==> config.mk <==
export PLATFORM = sky130hd
export DESIGN_NAME = watchdog_timer_registers_top
export DESIGN_NICKNAME = d
export VERILOG_FILES = /design/src/design/wdt_regs_pkg.sv /design/src/design/watchdog_timer_registers_top.sv
export VERILOG_INCLUDE_DIRS = /design/src /design/src/design
export SDC_FILE = /design/constraint.sdc
export NUM_CORES = 1
export LEC_CHECK = 0
export ABC_AREA = 0
export BUFFER_PORTS_ARGS = -buffer_cell sky130_fd_sc_hd__buf_2
export CORE_MARGIN = 4
export CORE_UTILIZATION = 50
export CTS_CLUSTER_DIAMETER = 60
export DETAILED_ROUTE_END_ITERATION = 12
export PLACE_DENSITY = 0.68
export SKIP_CTS_REPAIR_TIMING = 1
export SYNTH_ARGS = -nofsm -noshare
export SYNTH_HDL_FRONTEND = slang
export SYNTH_SLANG_ARGS = --single-unit
==> constraint.sdc <==
create_clock -name clk -period 4.8 [get_ports clk]
set_clock_uncertainty 0.15 [all_clocks]
set_input_delay 0.96 -clock clk [delete_from_list [all_inputs] [get_ports clk]]
set_output_delay 0.96 -clock clk [all_outputs]
set_load 0.03 [all_outputs]
==> src/design/assert_macros.svh <==
// Assertion helpers shared by the RTL. Bodies are empty for synthesis.
`ifndef ASSERT_MACROS_SVH
`define ASSERT_MACROS_SVH

`ifndef SYNTHESIS

// Same-cycle implication, checked outside reset.
`define ASSERT_IMPLIES(label, clk, rst, ante, cons) \
  label: assert property (@(posedge clk) disable iff (rst) (ante) |-> (cons)) \
    else $error("assertion failed: ante implies cons");

// Next-cycle implication, checked outside reset.
`define ASSERT_NEXT(label, clk, rst, ante, cons) \
  label: assert property (@(posedge clk) disable iff (rst) (ante) |=> (cons)) \
    else $error("assertion failed: ante implies cons next cycle");

`else

`define ASSERT_IMPLIES(label, clk, rst, ante, cons)
`define ASSERT_NEXT(label, clk, rst, ante, cons)

`endif

`endif

==> src/design/wdt_regs_pkg.sv <==
`timescale 1ns / 1ps

package wdt_regs_pkg;

  // Counter width; the byte registers only reach bits 23:0.
  localparam int COUNT_BITS = 24;
  localparam int VIEW_BITS  = 24;
  localparam int WIDE_BITS  = (COUNT_BITS > VIEW_BITS) ? COUNT_BITS : VIEW_BITS;

  typedef enum logic [1:0] {
    FUNC_WRITE = 2'd0,
    FUNC_READ  = 2'd1,
    FUNC_TICK  = 2'd2
  } func_t;

  localparam logic [7:0] OFF_CAUSE    = 8'h07;
  localparam logic [7:0] OFF_RELOAD_H = 8'h81;
  localparam logic [7:0] OFF_RELOAD_M = 8'h82;
  localparam logic [7:0] OFF_RELOAD_L = 8'h83;
  localparam logic [7:0] OFF_COUNT_H  = 8'h84;
  localparam logic [7:0] OFF_COUNT_M  = 8'h85;
  localparam logic [7:0] OFF_COUNT_L  = 8'h86;
  localparam logic [7:0] OFF_ENABLE   = 8'h87;
  localparam logic [7:0] OFF_PUNCH    = 8'h89;

  localparam logic [7:0] EXPIRY_CAUSE = 8'h66;
  localparam int         ENABLE_BIT   = 0;

  // Counter value as seen through the 24-bit byte window.
  function automatic logic [VIEW_BITS-1:0] to_view(input logic [COUNT_BITS-1:0] x);
    logic [WIDE_BITS-1:0] w;
    w = WIDE_BITS'(x);
    return w[VIEW_BITS-1:0];
  endfunction

  // Byte window back to counter width: masked when narrower, zero-filled when wider.
  function automatic logic [COUNT_BITS-1:0] to_count(input logic [VIEW_BITS-1:0] v);
    logic [WIDE_BITS-1:0] w;
    w = WIDE_BITS'(v);
    return w[COUNT_BITS-1:0];
  endfunction

endpackage

==> src/design/watchdog_timer_registers_top.sv <==
`timescale 1ns / 1ps
// Millisecond watchdog behind byte-wide registers.
// Input channel (in_valid / in_stall): each transaction is a bus write, a bus
// read or a one-millisecond tick (func), with reg_offset and write_data.
// Output channel (out_valid / out_stall): exactly one result per input
// transaction, in order: read_data (register byte on reads, else 0) and
// reset_request (1 when that tick made the watchdog expire).
// State updates and the result is registered at the edge that accepts the
// input. Throughput is one transaction per cycle while the skid register is
// empty; the register state and one decrement/compare are the whole path.
// When the receiver stalls, a second result is held in a skid register, so
// one more input is still taken; in_stall rises only while that skid
// register is full.
// Reset clears reload value, remaining count, enable and reboot cause, and
// empties both output registers.
`include "assert_macros.svh"

module watchdog_timer_registers_top (
  input  logic       clk,
  input  logic       rst,
  input  logic       in_valid,
  output logic       in_stall,
  input  logic [1:0] func,
  input  logic [7:0] reg_offset,
  input  logic [7:0] write_data,
  output logic       out_valid,
  input  logic       out_stall,
  output logic [7:0] read_data,
  output logic       reset_request
);
  import wdt_regs_pkg::*;

  logic [COUNT_BITS-1:0] reload_value, reload_value_next;
  logic [COUNT_BITS-1:0] remaining_count, remaining_count_next;
  logic                  enabled, enabled_next;
  logic [7:0]            reboot_cause, reboot_cause_next;

  logic                  skid_valid;
  logic [7:0]            skid_read_data;
  logic                  skid_reset_request;

  logic                  accept;
  logic                  out_take;
  logic [7:0]            rd;
  logic                  req;
  logic [VIEW_BITS-1:0]  reload_view;
  logic [VIEW_BITS-1:0]  count_view;
  logic [COUNT_BITS-1:0] count_dec;

  assign in_stall = skid_valid;
  assign accept   = in_valid && !skid_valid;
  assign out_take = out_valid && !out_stall;

  assign reload_view = to_view(reload_value);
  assign count_view  = to_view(remaining_count);
  assign count_dec   = (remaining_count != '0) ? remaining_count - COUNT_BITS'(1)
                                               : remaining_count;

  always_comb begin
    reload_value_next    = reload_value;
    remaining_count_next = remaining_count;
    enabled_next         = enabled;
    reboot_cause_next    = reboot_cause;
    rd                   = '0;
    req                  = 1'b0;
    if (accept) begin
      case (func_t'(func))
        FUNC_WRITE: begin
          case (reg_offset)
            OFF_RELOAD_H: reload_value_next = to_count({write_data, reload_view[15:0]});
            OFF_RELOAD_M: reload_value_next =
                            to_count({reload_view[23:16], write_data, reload_view[7:0]});
            OFF_RELOAD_L: reload_value_next = to_count({reload_view[23:8], write_data});
            OFF_ENABLE:   enabled_next = write_data[ENABLE_BIT];
            OFF_PUNCH:    remaining_count_next = reload_value;
            default:      ;
          endcase
        end
        FUNC_READ: begin
          case (reg_offset)
            OFF_CAUSE:    rd = reboot_cause;
            OFF_RELOAD_H: rd = reload_view[23:16];
            OFF_RELOAD_M: rd = reload_view[15:8];
            OFF_RELOAD_L: rd = reload_view[7:0];
            OFF_COUNT_H:  rd = count_view[23:16];
            OFF_COUNT_M:  rd = count_view[15:8];
            OFF_COUNT_L:  rd = count_view[7:0];
            OFF_ENABLE:   rd = {7'd0, enabled};
            default:      rd = '0;
          endcase
        end
        FUNC_TICK: begin
          if (enabled) begin
            remaining_count_next = count_dec;
            // already at zero or just reached it: expire
            if (count_dec == '0) begin
              req               = 1'b1;
              reboot_cause_next = EXPIRY_CAUSE;
              enabled_next      = 1'b0;
            end
          end
        end
        default: ;
      endcase
    end
  end

  always_ff @(posedge clk) begin
    if (rst) begin
      reload_value    <= '0;
      remaining_count <= '0;
      enabled         <= 1'b0;
      reboot_cause    <= '0;
    end else begin
      reload_value    <= reload_value_next;
      remaining_count <= remaining_count_next;
      enabled         <= enabled_next;
      reboot_cause    <= reboot_cause_next;
    end
  end

  // Output register plus one skid entry.
  always_ff @(posedge clk) begin
    if (rst) begin
      out_valid  <= 1'b0;
      skid_valid <= 1'b0;
    end else begin
      if (skid_valid) begin
        if (out_take) begin
          out_valid  <= 1'b1;
          skid_valid <= 1'b0;
        end
      end else if (accept) begin
        if (!out_valid || out_take) begin
          out_valid <= 1'b1;
        end else begin
          skid_valid <= 1'b1;
        end
      end else if (out_take) begin
        out_valid <= 1'b0;
      end
    end
  end

  always_ff @(posedge clk) begin
    if (skid_valid) begin
      if (out_take) begin
        read_data     <= skid_read_data;
        reset_request <= skid_reset_request;
      end
    end else if (accept) begin
      if (!out_valid || out_take) begin
        read_data     <= rd;
        reset_request <= req;
      end else begin
        skid_read_data     <= rd;
        skid_reset_request <= req;
      end
    end
  end

  `ASSERT_IMPLIES(a_skid_behind_out, clk, rst, skid_valid, out_valid)
  `ASSERT_IMPLIES(a_req_no_data, clk, rst, out_valid && reset_request, read_data == 8'd0)
  `ASSERT_NEXT(a_expiry_disables, clk, rst, accept && req, !enabled && reboot_cause == EXPIRY_CAUSE)
  `ASSERT_NEXT(a_stall_full_skid, clk, rst, out_valid && out_stall && accept, in_stall)

endmodule
==> reports/metrics.cfg <==
[outcome]
status = finished clean

[clocking]
cts_max_level = 3
cts_buffer_depth = 2
clkTransAtPathRegs_ps = 80
clock-sinks = 70
clock_latency_ps = 350
tritoncts = built
cts-buffers-inserted = 9
cts_root_buffer = clkbuf_8

[critical_path]
cp.arrival_ps = 3440
slowest_stage = nor2_1
timing.rr.end = reset_request$_DFFE_PP_
cp.required_ps = 4830
startpoint_type = register
r2r-start = count_view[0]$_SDFFE_PP0P_
worst-path-buf-inv = 1
setup.worst_path.end_class = register
crit_family = simple AND/OR/NAND/NOR gates
cp_cell_sequence = inv_1, ha_1, nor4b_2, nand4_1, nor2_1, a21oi_1, nor4bb_1, nand4_1, o31ai_1
crit_fanout = 8
worst-r2r-cell-count = 9
critical_path_class = register to register
cp_common_cell = nand4_1
rrSetupSlack_ps = 1390
cp_slowest_stage_delay_ps = 510

[hold_path]
hold_depth = 2
min_to = reload_value[23]$_SDFFE_PP0P_
holdCritStartpoint = reload_value[23]$_SDFFE_PP0P_
hold_class = register to register

[global_routing]
busiest_layer = met2
antenna_found_initial = 0
met2_usage_pct = 41.77
grt_pass1_vias = 3864
grt.total_usage_pct = 26.89
met3_usage_pct = 4.934
grt_first_pass_wirelength_mm = 21.07
grt_overflow_total = 0
grt_max_degree = 48
grt_use_met1_pct = 36.86

[floorplanning]
fp.dieW_um = 100.1
dieArea_sq_um = 10020
die_h_um = 100.1
core-area_sq_um = 8217
rows = 33
io_pins = 33
start_util_pct = 51.64

[layout]
diodes = 0
drive_gt1_share_pct = 17.18
stdcell_count = 629
final_common_cell = nor2_1
area_growth_pct = 8.670
final_nets = 543
final_cell_mix = nor2_1 (66), nand2_1 (60), dfxtp_1 (52), a21oi_1 (40), buf_2 (32)

[timing]
finalHoldViolations = 0
setup_ws_ps = 1390
tns_ps = 0
drv_slew = 0
fmax_ghz = 0.2932
relSlewSlack_pct = 27.41
rsz0062_at_grt = false
fin_crit_sh_pct = 71.05
period_needed_ps = 3410
max_slew.worst_pin.slew_ps = 1086
setup_viol = 0

[placement]
gp_congestion = 0.9856
dp.cells = 613
port-buffer-count = 32
dpl_worst_slack_ps = 1249
hpwl_mm = 9.302

[synth]
mappedNetlistNets = 535
synth.distinct_cells = 66
synth_area_sq_um = 4243
yosysWarnings = 0
synth-seq-cells = 70
ys_seq_area_share_pct = 37.28
avgSynthCellArea_sq_um = 8.303
synth_edf_count = 18
synthFlopType = dfxtp_1
synthCells = 511
async_reset_ff_share_pct = 0

[drt]
drcViolationCount = 0
drtAntennaViolNets = 0
drt-vias-per-instance = 6.609
totalWireLength_mm = 13.12
drt_iter0_drc = 505
wl_per_cell_um = 20.86
num_vias = 4157
firstDrtPassIters = 5

[power]
leakage_nw = 1.686
powerDensity_nw_per_um2 = 280.7
vdd_drop_max_mv = 0.1628

[run]
maxCapViolations = 0

-- routing by layer --
metal  routed length, um  vias to the layer above  share of wire (%)
met4                 530                        0                4.0
met5                   0                        -                  0
met1                5506                     1959                 42
met3                1106                       44                8.4
met2                5978                      240                 46
li1                    -                     1914                  -
-- registers in the layout, summed over array words and instances (netlist names) --
name / count
reset_request: 1
read_data: 8
in_stall: 1
count_view: 24
skid_reset_request: 1
reload_value: 24
out_valid: 1
reboot_cause: 1
enabled: 1
skid_read_data: 8
-- synth_stat cells, types with 4 or more instances --
master | count | share of area [%]
nand3_1 | 16 | 1.9
a211oi_1 | 8 | 1.4
nor3b_1 | 5 | 0.88
o22ai_1 | 9 | 1.3
mux2_2 | 22 | 5.8
nand4_1 | 11 | 1.6
buf_2 | 4 | 0.47
dfxtp_1 | 52 | 25
nor3_1 | 15 | 1.8
nand2_1 | 60 | 5.3
nor4_1 | 5 | 0.74
edfxtp_1 | 18 | 13
a31oi_1 | 14 | 2.1
clkbuf_1 | 30 | 2.7
and2_1 | 4 | 0.59
mux2i_1 | 19 | 4.5
inv_1 | 7 | 0.62
a21oi_1 | 40 | 4.7
a41oi_1 | 4 | 0.83
a22oi_1 | 4 | 0.71
o21ai_0 | 20 | 2.4
nor2_1 | 66 | 5.8
or3_1 | 5 | 0.74
-- kinds of logic (layout without fill, tap and decap cells) --
logic type	count (synthesis)	count (layout)	share of synthesized area [%]
xor gates and xnor gates	4	4	0.8259
and+or+nand+nor	221	221	27.10
muxes	41	41	10.32
AOI/OAI and AO/OA	129	129	19.61
adders and majority gates	2	2	0.5897
DFF	70	70	37.28
buffers and inverters	44	57	4.276
-- per-stage QoR --
stage               hold slack (ps)  total power [mW]  cell area (sq um)  utilization, %
global route                  356.8             1.351               4611           56.11
global placement              315.3            0.7783               4397           53.51
finish                        339.8             1.294               4611           56.11
floorplan                     282.0            0.7307               4243               -
detailed placement            320.4            0.7804               4397           53.51
CTS                           337.8             1.304               4611           56.11
-- report_power, final --
group / switching [mW] / leakage, nW / internal, mW
registers: 0.00679 / 0.593 / 0.614
clock network: 0.234 / 0.106 / 0.292
logic: 0.100 / 0.987 / 0.0478
total: 0.341 / 1.69 / 0.953
-- worst max-delay path by stage --
stage                                from                       to  slack [ps]  cells after the start
2_1_floorplan               reg_offset[0]   read_data[6]$_DFFE_PP_        1860                      6
3_3_place_gp                reg_offset[3]   read_data[5]$_DFFE_PP_        1280                      7
3_5_place_dp                reg_offset[3]   read_data[5]$_DFFE_PP_        1250                      7
4_1_cts        count_view[0]$_SDFFE_PP0P_  reset_request$_DFFE_PP_        1480                      9
5_1_grt        count_view[0]$_SDFFE_PP0P_  reset_request$_DFFE_PP_        1110                      9
6_report       count_view[0]$_SDFFE_PP0P_  reset_request$_DFFE_PP_        1390                      9
-- layout make-up --
| cell class | count | area (sq um) |
|---|---|---|
| fillers | 773 | 3606 |
| multi-input cells | 397 | 2482 |
| flip-flops and latches | 70 | 1582 |
| repair buffers | 34 | 175.2 |
| well taps | 105 | 131.4 |
| clock buffers | 10 | 127.6 |
| clock inverters | 6 | 86.33 |
| inverters | 7 | 26.28 |
-- worst register-to-register path, delay by kind of cell, from the launching register on --
kind | cells | cell delay (ps)
AOI/OAI and AO/OA | 2 | 470
adders and majority gates | 1 | 210
buffers and inverters | 1 | 150
DFF | 1 | 360
and+or+nand+nor | 5 | 1910
(Power assumes the default switching activity.)
